$ cat src/hw/rtl/kwm_pkg.sv
// kwm_pkg: shared types and constants of the k-way merge heap.
// Defines the heap node record (head value plus run index) and field widths.
// No dependencies.
package kwm_pkg;

    localparam int VALUE_W = 32;
    localparam int RUN_W   = 3;
    localparam int ACT_W   = 4;

    localparam logic [ACT_W-1:0] ACT_RESET = 4'd8;

    // One heap entry: a run head and the run it belongs to
    typedef struct packed {
        logic [VALUE_W-1:0] value;
        logic [RUN_W-1:0]   run;
    } node_t;

    localparam int NODE_W = $bits(node_t);

endpackage

$ cat src/hw/rtl/kwm_ram.sv
// kwm_ram: generic single-write, single-read RAM with registered read data.
// Holds the heap entries of the merge block. No dependencies.
module kwm_ram #(
    parameter int WIDTH = 35,
    parameter int DEPTH = 8
) (
    input  logic                     clk,
    input  logic                     we,
    input  logic [$clog2(DEPTH)-1:0] waddr,
    input  logic [WIDTH-1:0]         wdata,
    input  logic [$clog2(DEPTH)-1:0] raddr,
    output logic [WIDTH-1:0]         rdata
);

    logic [WIDTH-1:0] mem [DEPTH];

    // Write port and registered read port
    always_ff @(posedge clk)
    begin
        if (we)
        begin
            mem[waddr] <= wdata;
        end
        rdata <= mem[raddr];
    end

endmodule

$ cat src/hw/rtl/kwm_cmp.sv
// kwm_cmp: the shared key comparator of the merge heap.
// Orders nodes by signed value, then by lower run index. Uses kwm_pkg.
module kwm_cmp
    import kwm_pkg::*;
(
    input  node_t a,
    input  node_t b,
    output logic  a_less
);

    logic [NODE_W-1:0] key_a;
    logic [NODE_W-1:0] key_b;

    // Flip the sign bit so an unsigned compare orders two's complement values
    assign key_a  = {~a.value[VALUE_W-1], a.value[VALUE_W-2:0], a.run};
    assign key_b  = {~b.value[VALUE_W-1], b.value[VALUE_W-2:0], b.run};
    assign a_less = (key_a < key_b);

endmodule

$ cat src/hw/rtl/k_way_merge_heap.sv
// k_way_merge_heap: top level of the k-way merge of sorted runs.
// Sequencer and heap control around kwm_ram (heap entries) and kwm_cmp
// (shared compare unit). Uses kwm_pkg.
//
// Usage:
//   Input channel (in_valid/in_stall, fields run, value, exhausted) delivers
//   run heads. The first active_runs transfers prime the heap; each later
//   transfer replaces the head of the run named by the last result's
//   source_run (run is then ignored). Output channel (out_valid/out_stall,
//   fields out_value, source_run, last) carries the merged ascending stream.
//   Write active_runs (cfg_wr_en/cfg_wr_data) only while idle; not enforced.
// Timing:
//   in_stall is high while an item is being processed; the shared comparator
//   and the single RAM read port serve every heap level in turn.
//   Priming insert: each parent is read, then compared with the new head,
//   which climbs past a larger parent and is written where it settles. A
//   priming item that inserts nothing does no sift-up. Merge step: per
//   node, the left child is read, then the right child; the smaller child
//   is kept (the left one when there is no right child) and compared with
//   the moving entry, which is written where it settles. When a run ends,
//   the last entry is fetched first. An item that emits then loads the
//   output register; out_valid rises as in_stall falls.
// Reset: heap empty, no heads held, active_runs = 8, output empty.
// Stall: the result sits in an output register; the next item is accepted
//   and sifted meanwhile, and the block waits only when it has a second
//   result to emit before the first one has transferred.
module k_way_merge_heap
    import kwm_pkg::*;
#(
    parameter int RUNS = 8
) (
    input  logic                      clk,
    input  logic                      rst_n,
    input  logic                      cfg_wr_en,
    input  logic [ACT_W-1:0]          cfg_wr_data,
    input  logic                      in_valid,
    output logic                      in_stall,
    input  logic [RUN_W-1:0]          run,
    input  logic signed [VALUE_W-1:0] value,
    input  logic                      exhausted,
    output logic                      out_valid,
    input  logic                      out_stall,
    output logic signed [VALUE_W-1:0] out_value,
    output logic [RUN_W-1:0]          source_run,
    output logic                      last
);

    localparam int IW = $clog2(RUNS);
    localparam int CW = $clog2(RUNS + 1);

    localparam logic [3:0] ST_IDLE   = 4'd0;
    localparam logic [3:0] ST_RDLAST = 4'd1;
    localparam logic [3:0] ST_SD_RL  = 4'd2;
    localparam logic [3:0] ST_SD_RR  = 4'd3;
    localparam logic [3:0] ST_SD_CR  = 4'd4;
    localparam logic [3:0] ST_SD_CM  = 4'd5;
    localparam logic [3:0] ST_SU_CHK = 4'd6;
    localparam logic [3:0] ST_SU_CM  = 4'd7;
    localparam logic [3:0] ST_EMIT   = 4'd8;

    logic [3:0]          state_reg, state_next;
    node_t               node_reg, node_next;
    node_t               child_reg, child_next;
    logic [IW-1:0]       child_idx_reg, child_idx_next;
    logic [IW-1:0]       hole_reg, hole_next;
    node_t               root_reg, root_next;
    logic [CW-1:0]       heap_count_reg, heap_count_next;
    logic [CW-1:0]       primed_count_reg, primed_count_next;
    logic [RUNS-1:0]     head_valid_reg, head_valid_next;
    logic                emit_pend_reg, emit_pend_next;
    logic [ACT_W-1:0]    active_runs_reg;
    logic                out_valid_reg, out_valid_next;
    logic [VALUE_W-1:0]  out_value_reg, out_value_next;
    logic [RUN_W-1:0]    source_run_reg, source_run_next;
    logic                last_reg, last_next;

    logic                ram_we;
    logic [IW-1:0]       ram_waddr;
    node_t               ram_wdata;
    logic [IW-1:0]       ram_raddr;
    node_t               ram_rdata;

    node_t               cmp_a;
    node_t               cmp_b;
    logic                cmp_less;

    logic [CW-1:0]       eff_runs;
    logic                in_fire;
    logic [CW-1:0]       primed_inc;
    logic [IW:0]         left_idx;
    logic [IW:0]         right_idx;
    logic [IW:0]         count_ext;
    logic [IW-1:0]       parent_idx;
    logic [IW-1:0]       run_idx;
    logic [IW-1:0]       root_idx;

    kwm_ram #(
        .WIDTH (NODE_W),
        .DEPTH (RUNS)
    ) u_heap_ram (
        .clk   (clk),
        .we    (ram_we),
        .waddr (ram_waddr),
        .wdata (ram_wdata),
        .raddr (ram_raddr),
        .rdata (ram_rdata)
    );

    kwm_cmp u_cmp (
        .a      (cmp_a),
        .b      (cmp_b),
        .a_less (cmp_less)
    );

    // Clamp the configured run count into 1..RUNS
    always_comb
    begin
        if (active_runs_reg == '0)
        begin
            eff_runs = CW'(1);
        end
        else if (32'(active_runs_reg) > 32'(RUNS))
        begin
            eff_runs = CW'(RUNS);
        end
        else
        begin
            eff_runs = CW'(active_runs_reg);
        end
    end

    // Heap index arithmetic
    assign in_stall   = (state_reg != ST_IDLE);
    assign in_fire    = in_valid && !in_stall;
    assign primed_inc = primed_count_reg + 1'b1;
    assign left_idx   = {hole_reg, 1'b1};
    assign right_idx  = left_idx + 1'b1;
    assign count_ext  = (IW + 1)'(heap_count_reg);
    assign parent_idx = (hole_reg - 1'b1) >> 1;
    assign run_idx    = IW'(run);
    assign root_idx   = IW'(root_reg.run);

    // Route the shared comparator by sequencer step
    always_comb
    begin
        cmp_a = node_reg;
        cmp_b = ram_rdata;
        case (state_reg)
            ST_SD_CR:
            begin
                cmp_a = ram_rdata;
                cmp_b = child_reg;
            end
            ST_SD_CM:
            begin
                cmp_a = child_reg;
                cmp_b = node_reg;
            end
            default:
            begin
                cmp_a = node_reg;
                cmp_b = ram_rdata;
            end
        endcase
    end

    // Sequencer
    always_comb
    begin
        state_next        = state_reg;
        node_next         = node_reg;
        child_next        = child_reg;
        child_idx_next    = child_idx_reg;
        hole_next         = hole_reg;
        heap_count_next   = heap_count_reg;
        primed_count_next = primed_count_reg;
        head_valid_next   = head_valid_reg;
        emit_pend_next    = emit_pend_reg;
        ram_we            = 1'b0;
        ram_waddr         = hole_reg;
        ram_wdata         = node_reg;
        ram_raddr         = IW'(heap_count_reg - 1'b1);
        out_valid_next    = out_valid_reg && out_stall;
        out_value_next    = out_value_reg;
        source_run_next   = source_run_reg;
        last_next         = last_reg;

        unique case (state_reg)
            ST_IDLE:
            begin
                if (in_fire)
                begin
                    if (primed_count_reg < eff_runs)
                    begin
                        // Priming: insert the first head of a run
                        if (32'(run) < 32'(RUNS))
                        begin
                            primed_count_next = primed_inc;
                            emit_pend_next    = (primed_inc == eff_runs);
                            if (!exhausted && !head_valid_reg[run_idx] &&
                                (32'(heap_count_reg) < 32'(RUNS)))
                            begin
                                head_valid_next[run_idx] = 1'b1;
                                node_next       = '{value: value, run: run};
                                hole_next       = IW'(heap_count_reg);
                                heap_count_next = heap_count_reg + 1'b1;
                                state_next      = ST_SU_CHK;
                            end
                            else if (primed_inc == eff_runs)
                            begin
                                if (heap_count_reg == '0)
                                begin
                                    head_valid_next   = '0;
                                    heap_count_next   = '0;
                                    primed_count_next = '0;
                                end
                                else
                                begin
                                    state_next = ST_EMIT;
                                end
                            end
                        end
                    end
                    else if (heap_count_reg == '0)
                    begin
                        head_valid_next   = '0;
                        primed_count_next = '0;
                    end
                    else if (exhausted)
                    begin
                        // Drop the root run; the last entry moves to the root
                        head_valid_next[root_idx] = 1'b0;
                        heap_count_next = heap_count_reg - 1'b1;
                        if (heap_count_reg == CW'(1))
                        begin
                            head_valid_next   = '0;
                            primed_count_next = '0;
                        end
                        else
                        begin
                            emit_pend_next = 1'b1;
                            state_next     = ST_RDLAST;
                        end
                    end
                    else
                    begin
                        // Replace the root head and sift it down
                        node_next      = '{value: value, run: root_reg.run};
                        hole_next      = '0;
                        emit_pend_next = 1'b1;
                        state_next     = ST_SD_RL;
                    end
                end
            end

            ST_RDLAST:
            begin
                node_next  = ram_rdata;
                hole_next  = '0;
                state_next = ST_SD_RL;
            end

            ST_SD_RL:
            begin
                if (left_idx >= count_ext)
                begin
                    ram_we     = 1'b1;
                    state_next = emit_pend_reg ? ST_EMIT : ST_IDLE;
                end
                else
                begin
                    ram_raddr  = IW'(left_idx);
                    state_next = ST_SD_RR;
                end
            end

            ST_SD_RR:
            begin
                child_next     = ram_rdata;
                child_idx_next = IW'(left_idx);
                ram_raddr      = IW'(right_idx);
                state_next     = (right_idx < count_ext) ? ST_SD_CR : ST_SD_CM;
            end

            ST_SD_CR:
            begin
                // Keep the smaller of the two children
                if (cmp_less)
                begin
                    child_next     = ram_rdata;
                    child_idx_next = IW'(right_idx);
                end
                state_next = ST_SD_CM;
            end

            ST_SD_CM:
            begin
                ram_we = 1'b1;
                if (cmp_less)
                begin
                    ram_wdata  = child_reg;
                    hole_next  = child_idx_reg;
                    state_next = ST_SD_RL;
                end
                else
                begin
                    state_next = emit_pend_reg ? ST_EMIT : ST_IDLE;
                end
            end

            ST_SU_CHK:
            begin
                if (hole_reg == '0)
                begin
                    ram_we     = 1'b1;
                    state_next = emit_pend_reg ? ST_EMIT : ST_IDLE;
                end
                else
                begin
                    ram_raddr  = parent_idx;
                    state_next = ST_SU_CM;
                end
            end

            ST_SU_CM:
            begin
                ram_we = 1'b1;
                if (cmp_less)
                begin
                    // Move the parent down and climb
                    ram_wdata  = ram_rdata;
                    hole_next  = parent_idx;
                    state_next = ST_SU_CHK;
                end
                else
                begin
                    state_next = emit_pend_reg ? ST_EMIT : ST_IDLE;
                end
            end

            ST_EMIT:
            begin
                // Load the root into the output register once it is free
                if (!out_valid_reg || !out_stall)
                begin
                    out_valid_next  = 1'b1;
                    out_value_next  = root_reg.value;
                    source_run_next = root_reg.run;
                    last_next       = (heap_count_reg == CW'(1));
                    emit_pend_next  = 1'b0;
                    state_next      = ST_IDLE;
                end
            end

            default:
            begin
                state_next = ST_IDLE;
            end
        endcase
    end

    // Shadow the root entry on every write to the top of the heap
    always_comb
    begin
        root_next = root_reg;
        if (ram_we && (ram_waddr == '0))
        begin
            root_next = ram_wdata;
        end
    end

    // Control state
    always_ff @(posedge clk or negedge rst_n)
    begin
        if (!rst_n)
        begin
            state_reg        <= ST_IDLE;
            heap_count_reg   <= '0;
            primed_count_reg <= '0;
            head_valid_reg   <= '0;
            emit_pend_reg    <= 1'b0;
            active_runs_reg  <= ACT_RESET;
            out_valid_reg    <= 1'b0;
        end
        else
        begin
            state_reg        <= state_next;
            heap_count_reg   <= heap_count_next;
            primed_count_reg <= primed_count_next;
            head_valid_reg   <= head_valid_next;
            emit_pend_reg    <= emit_pend_next;
            out_valid_reg    <= out_valid_next;
            if (cfg_wr_en)
            begin
                active_runs_reg <= cfg_wr_data;
            end
        end
    end

    // Payload registers
    always_ff @(posedge clk)
    begin
        node_reg       <= node_next;
        child_reg      <= child_next;
        child_idx_reg  <= child_idx_next;
        hole_reg       <= hole_next;
        root_reg       <= root_next;
        out_value_reg  <= out_value_next;
        source_run_reg <= source_run_next;
        last_reg       <= last_next;
    end

    assign out_valid  = out_valid_reg;
    assign out_value  = out_value_reg;
    assign source_run = source_run_reg;
    assign last       = last_reg;

endmodule
$ cat config.mk
export PLATFORM = sky130hd
export DESIGN_NAME = k_way_merge_heap
export DESIGN_NICKNAME = d
export VERILOG_FILES = /design/src/hw/rtl/kwm_pkg.sv /design/src/hw/rtl/kwm_ram.sv /design/src/hw/rtl/kwm_cmp.sv /design/src/hw/rtl/k_way_merge_heap.sv
export SDC_FILE = /design/constraint.sdc
export NUM_CORES = 1
export LEC_CHECK = 0
export CORE_MARGIN = 2
export CORE_UTILIZATION = 50
export CTS_CLUSTER_SIZE = 16
export DETAILED_ROUTE_END_ITERATION = 8
export DONT_BUFFER_PORTS = 1
export SLEW_MARGIN = 20
export SYNTH_ARGS = -nofsm -noshare
export SYNTH_HDL_FRONTEND = slang
export SYNTH_SLANG_ARGS = --single-unit
$ cat constraint.sdc
create_clock -name clk -period 6.65 [get_ports clk]
set_clock_uncertainty 0.05 [all_clocks]
set_input_delay 1.33 -clock clk [delete_from_list [all_inputs] [get_ports clk]]
set_output_delay 1.33 -clock clk [all_outputs]
set_load 0.02 [all_outputs]
==> flow_summary_export.csv <==
group,metric,value,unit
logic_synthesis,synth-edff-count,427,
worst_setup_path,worstSetupPathType,"flop to flop",
place,placed_area,22500,um2
clocking,ctsHtreeMaxLevel,2,
clocking,clockRootBuffer,"clkbuf_16",
global_routing,grt_first_pass_wirelength,72.5,mm
logic_synthesis,yosys_most_used_dff,"edfxtp_1",
power_and_ir_drop,sequentialPowerShare,37.5,%
power_and_ir_drop,p_sw_share,36.1,%
sta,fin_crit_sh,81.9,%
logic_synthesis,yosysSeqAreaShare,64.7,%
power_and_ir_drop,p_leak,8.73,nW
place,hpwl,28.7,mm
finish,fillCellCount,3457,
power_and_ir_drop,pwr-share-comb,41.3,%
finish,top_register,"u_heap_ram.mem",
logic_synthesis,synth-xor-area-share,0.360,%
drt,routedWlPerCell,22.8,um
clocking,cts_resized,0,
sta,fin_setup_tns,0,ps
finish,layout.area.seq,14200,um2
floorplan,design.core.area,43200,um2
power_and_ir_drop,pwr_density_cell,563,nW/um2
drt,drt_iter0_drc,900,
finish,drive_gt1_share,15.7,%
sta,setup-violations-final,0,
floorplan,num_rows,76,
finish,syn2layout_area_growth,11.0,%
floorplan,start_util,50.7,%
floorplan,die_h,213,um
hold_path,hold_path_class,"flop to flop",
global_routing,antenna_found_initial,10,
worst_setup_path,start_kind,"flop",
logic_synthesis,yosys_warnings,0,
clocking,post-cts-setup-buffers,0,
sta,rsz0062_at_grt,"no",
flow_run,maxCapViolCount,0,
floorplan,pin_count,83,
drt,post-route-drc-count,0,
finish,nets,1563,
logic_synthesis,syn_nets,1561,
logic_synthesis,synth_area_leaders,"edfxtp_1 (59%), mux2i_1 (13%), mux2_2 (3.9%)",
drt,dr_total_vias,12100,
status,status,"complete, no violations",
sta,drv_slew,0,
logic_synthesis,async_reset_ff_share,5.33,%
worst_setup_path,crit_required,6910,ps
hold_path,hold_depth,0,
worst_setup_path,crit_arrival,5710,ps
logic_synthesis,synth-adder-area-share,2.91,%
place,gp_congestion,0.827,
logic_synthesis,synthTopCellsByCount,"edfxtp_1 (427), mux2i_1 (281), a21oi_1 (78), mux2_2 (76), nand2_1 (72)",
power_and_ir_drop,p_total,0.0137,W
sta,tightest_slew,1100,ps
finish,design_area,24300,um2
clocking,clock_sinks,488,
finish,multi_input_area,7370,um2
sta,max_freq,0.184,GHz
clocking,clkTransAtPathRegs,60,ps
logic_synthesis,synth_top_area_share,58.5,%
clocking,cts.path.max_buffers,3,
logic_synthesis,synth-simple-area-share,4.22,%
power_and_ir_drop,power_frac_clock,21.2,%
place,port_buffers,0,
worst_setup_path,r2r_cells,14,
worst_setup_path,path_max_fanout,52,
logic_synthesis,ys_ff_latch,488,
global_routing,gr-usage-all-layers,21.5,%
sta,max_slew_margin,26.9,%
logic_synthesis,yosysMostFrequentCell,"edfxtp_1",
logic_synthesis,synthDistinctLibCells,64,
floorplan,die_area,45500,um2
global_routing,grt_pass1_vias,12100,
logic_synthesis,synth_compound_area_share,6.55,%
power_and_ir_drop,switching_power,0.00495,W
drt,dr.pass1.iters,5,
clocking,numCtsBuffers,51,
sta,min_period,5450,ps
sta,hold_viol,0,
logic_synthesis,yosys.area.top_type,"edfxtp_1",
clocking,cts_tree,"done",
power_and_ir_drop,intPower,0.00875,W
logic_synthesis,netlist_instances,1465,
clocking,worstSkewPairLatency,580,ps
drt,vias_per_cell,5.77,
logic_synthesis,synth_top_family_by_area,"multiplexers",
logic_synthesis,avgSynthCellArea,15.0,um2
floorplan,fp.dieW,213,um
logic_synthesis,synth.area.mux_share,19.0,%
clocking,cts_hold_buf,0,
drt,ant_nets,0,
worst_setup_path,cp-end-kind,"flop",
global_routing,grt_max_degree,141,
global_routing,overflow,0,
finish,largest_reg_flops,280,
logic_synthesis,netlist_area,21900,um2
drt,wirelength,47.6,mm
power_and_ir_drop,irDropWorstVdd,856,uV
kinds of logic after synthesis:
| kind of cell | count (synthesis) |
|---|---|
| adder cells (fa/ha/maj) | 51 |
| AND/OR/NAND/NOR | 201 |
| multiplexers | 389 |
| XOR/XNOR | 9 |
| buffers and inverters | 94 |
| flip-flops | 488 |
| AO/OA/AOI/OAI | 233 |
cell type report:
class / instances / area share [%]
sequential: 488 / 58.3
multi-input combinational: 883 / 30.3
clock buffer: 63 / 5.77
tap: 585 / 3.01
clock inverter: 28 / 1.33
timing repair buffer: 23 / 0.947
inverter: 20 / 0.309
antenna: 2 / 0.0206
critical path: stages, from the launching register on:
cell	delay [ps]
dfrtp_2	1090
nor2_1	280
nand2_4	460
buf_4	360
nor2_1	80
a21oi_1	130
ha_1	250
a21oi_1	130
o21ai_0	90
a221oi_1	250
o21ai_0	130
a31oi_1	480
o211a_2	640
buf_4	360
mux2_4	380
worst paths after layout:
path	start	to	slack [ps]
worst min register to register	root_reg[7]	out_value[4]	370
max in group asynchronous	rst_n	active_runs_reg[3]	5980
min in group asynchronous	rst_n	count_ext[2]	390
worst min-delay path	root_reg[7]	out_value[4]	370
worst max register to register	state_reg[1]	u_heap_ram.mem[7][13]	1200
worst max-delay path	state_reg[1]	u_heap_ram.mem[7][13]	1200
power by group through the flow:
stage / registers [W] / clock network [W] / logic (W)
2_1_floorplan: 0.00490 / 0 / 0.00451
3_3_place_gp: 0.00519 / 0 / 0.00563
3_5_place_dp: 0.00520 / 0 / 0.00568
4_1_cts: 0.00515 / 0.00297 / 0.00571
5_1_grt: 0.00523 / 0.00310 / 0.00624
6_report: 0.00514 / 0.00290 / 0.00566
placed cells by master, fill, tap and decap left out, types with 23 or more instances in the layout:
cell | netlist | layout
a21oi_1 | 78 | 77
a22o_1 | 35 | 35
clkbuf_16 | 0 | 53
dfrtp_1 | 25 | 23
dfxtp_1 | 35 | 35
edfxtp_1 | 427 | 427
ha_1 | 51 | 51
mux2_2 | 76 | 76
mux2_4 | 30 | 30
mux2i_1 | 281 | 281
nand2_1 | 72 | 70
nor2_1 | 63 | 55
o21ai_0 | 69 | 69
routing by layer:
layer  GRT usage (%)  wire length [um]  vias up  part of all wire (%)
li1                -                 -     5664                     -
met1            30.0             21900     6021                    46
met2            34.2             22000      276                    46
met3            5.03              2650       85                   5.6
met4            5.22               907       18                   1.9
met5               0               118        -                  0.25
through the flow:
stage,util (%),hold slack [ps],cells,setup slack [ps]
floorplan,-,350,1465,1790
global placement,52.2,351,1998,1340
detailed placement,52.2,356,1998,1260
CTS,56.2,347,2089,1250
global route,56.3,354,2090,692
finish,56.3,367,2092,1200
(Power assumes the default switching activity.)
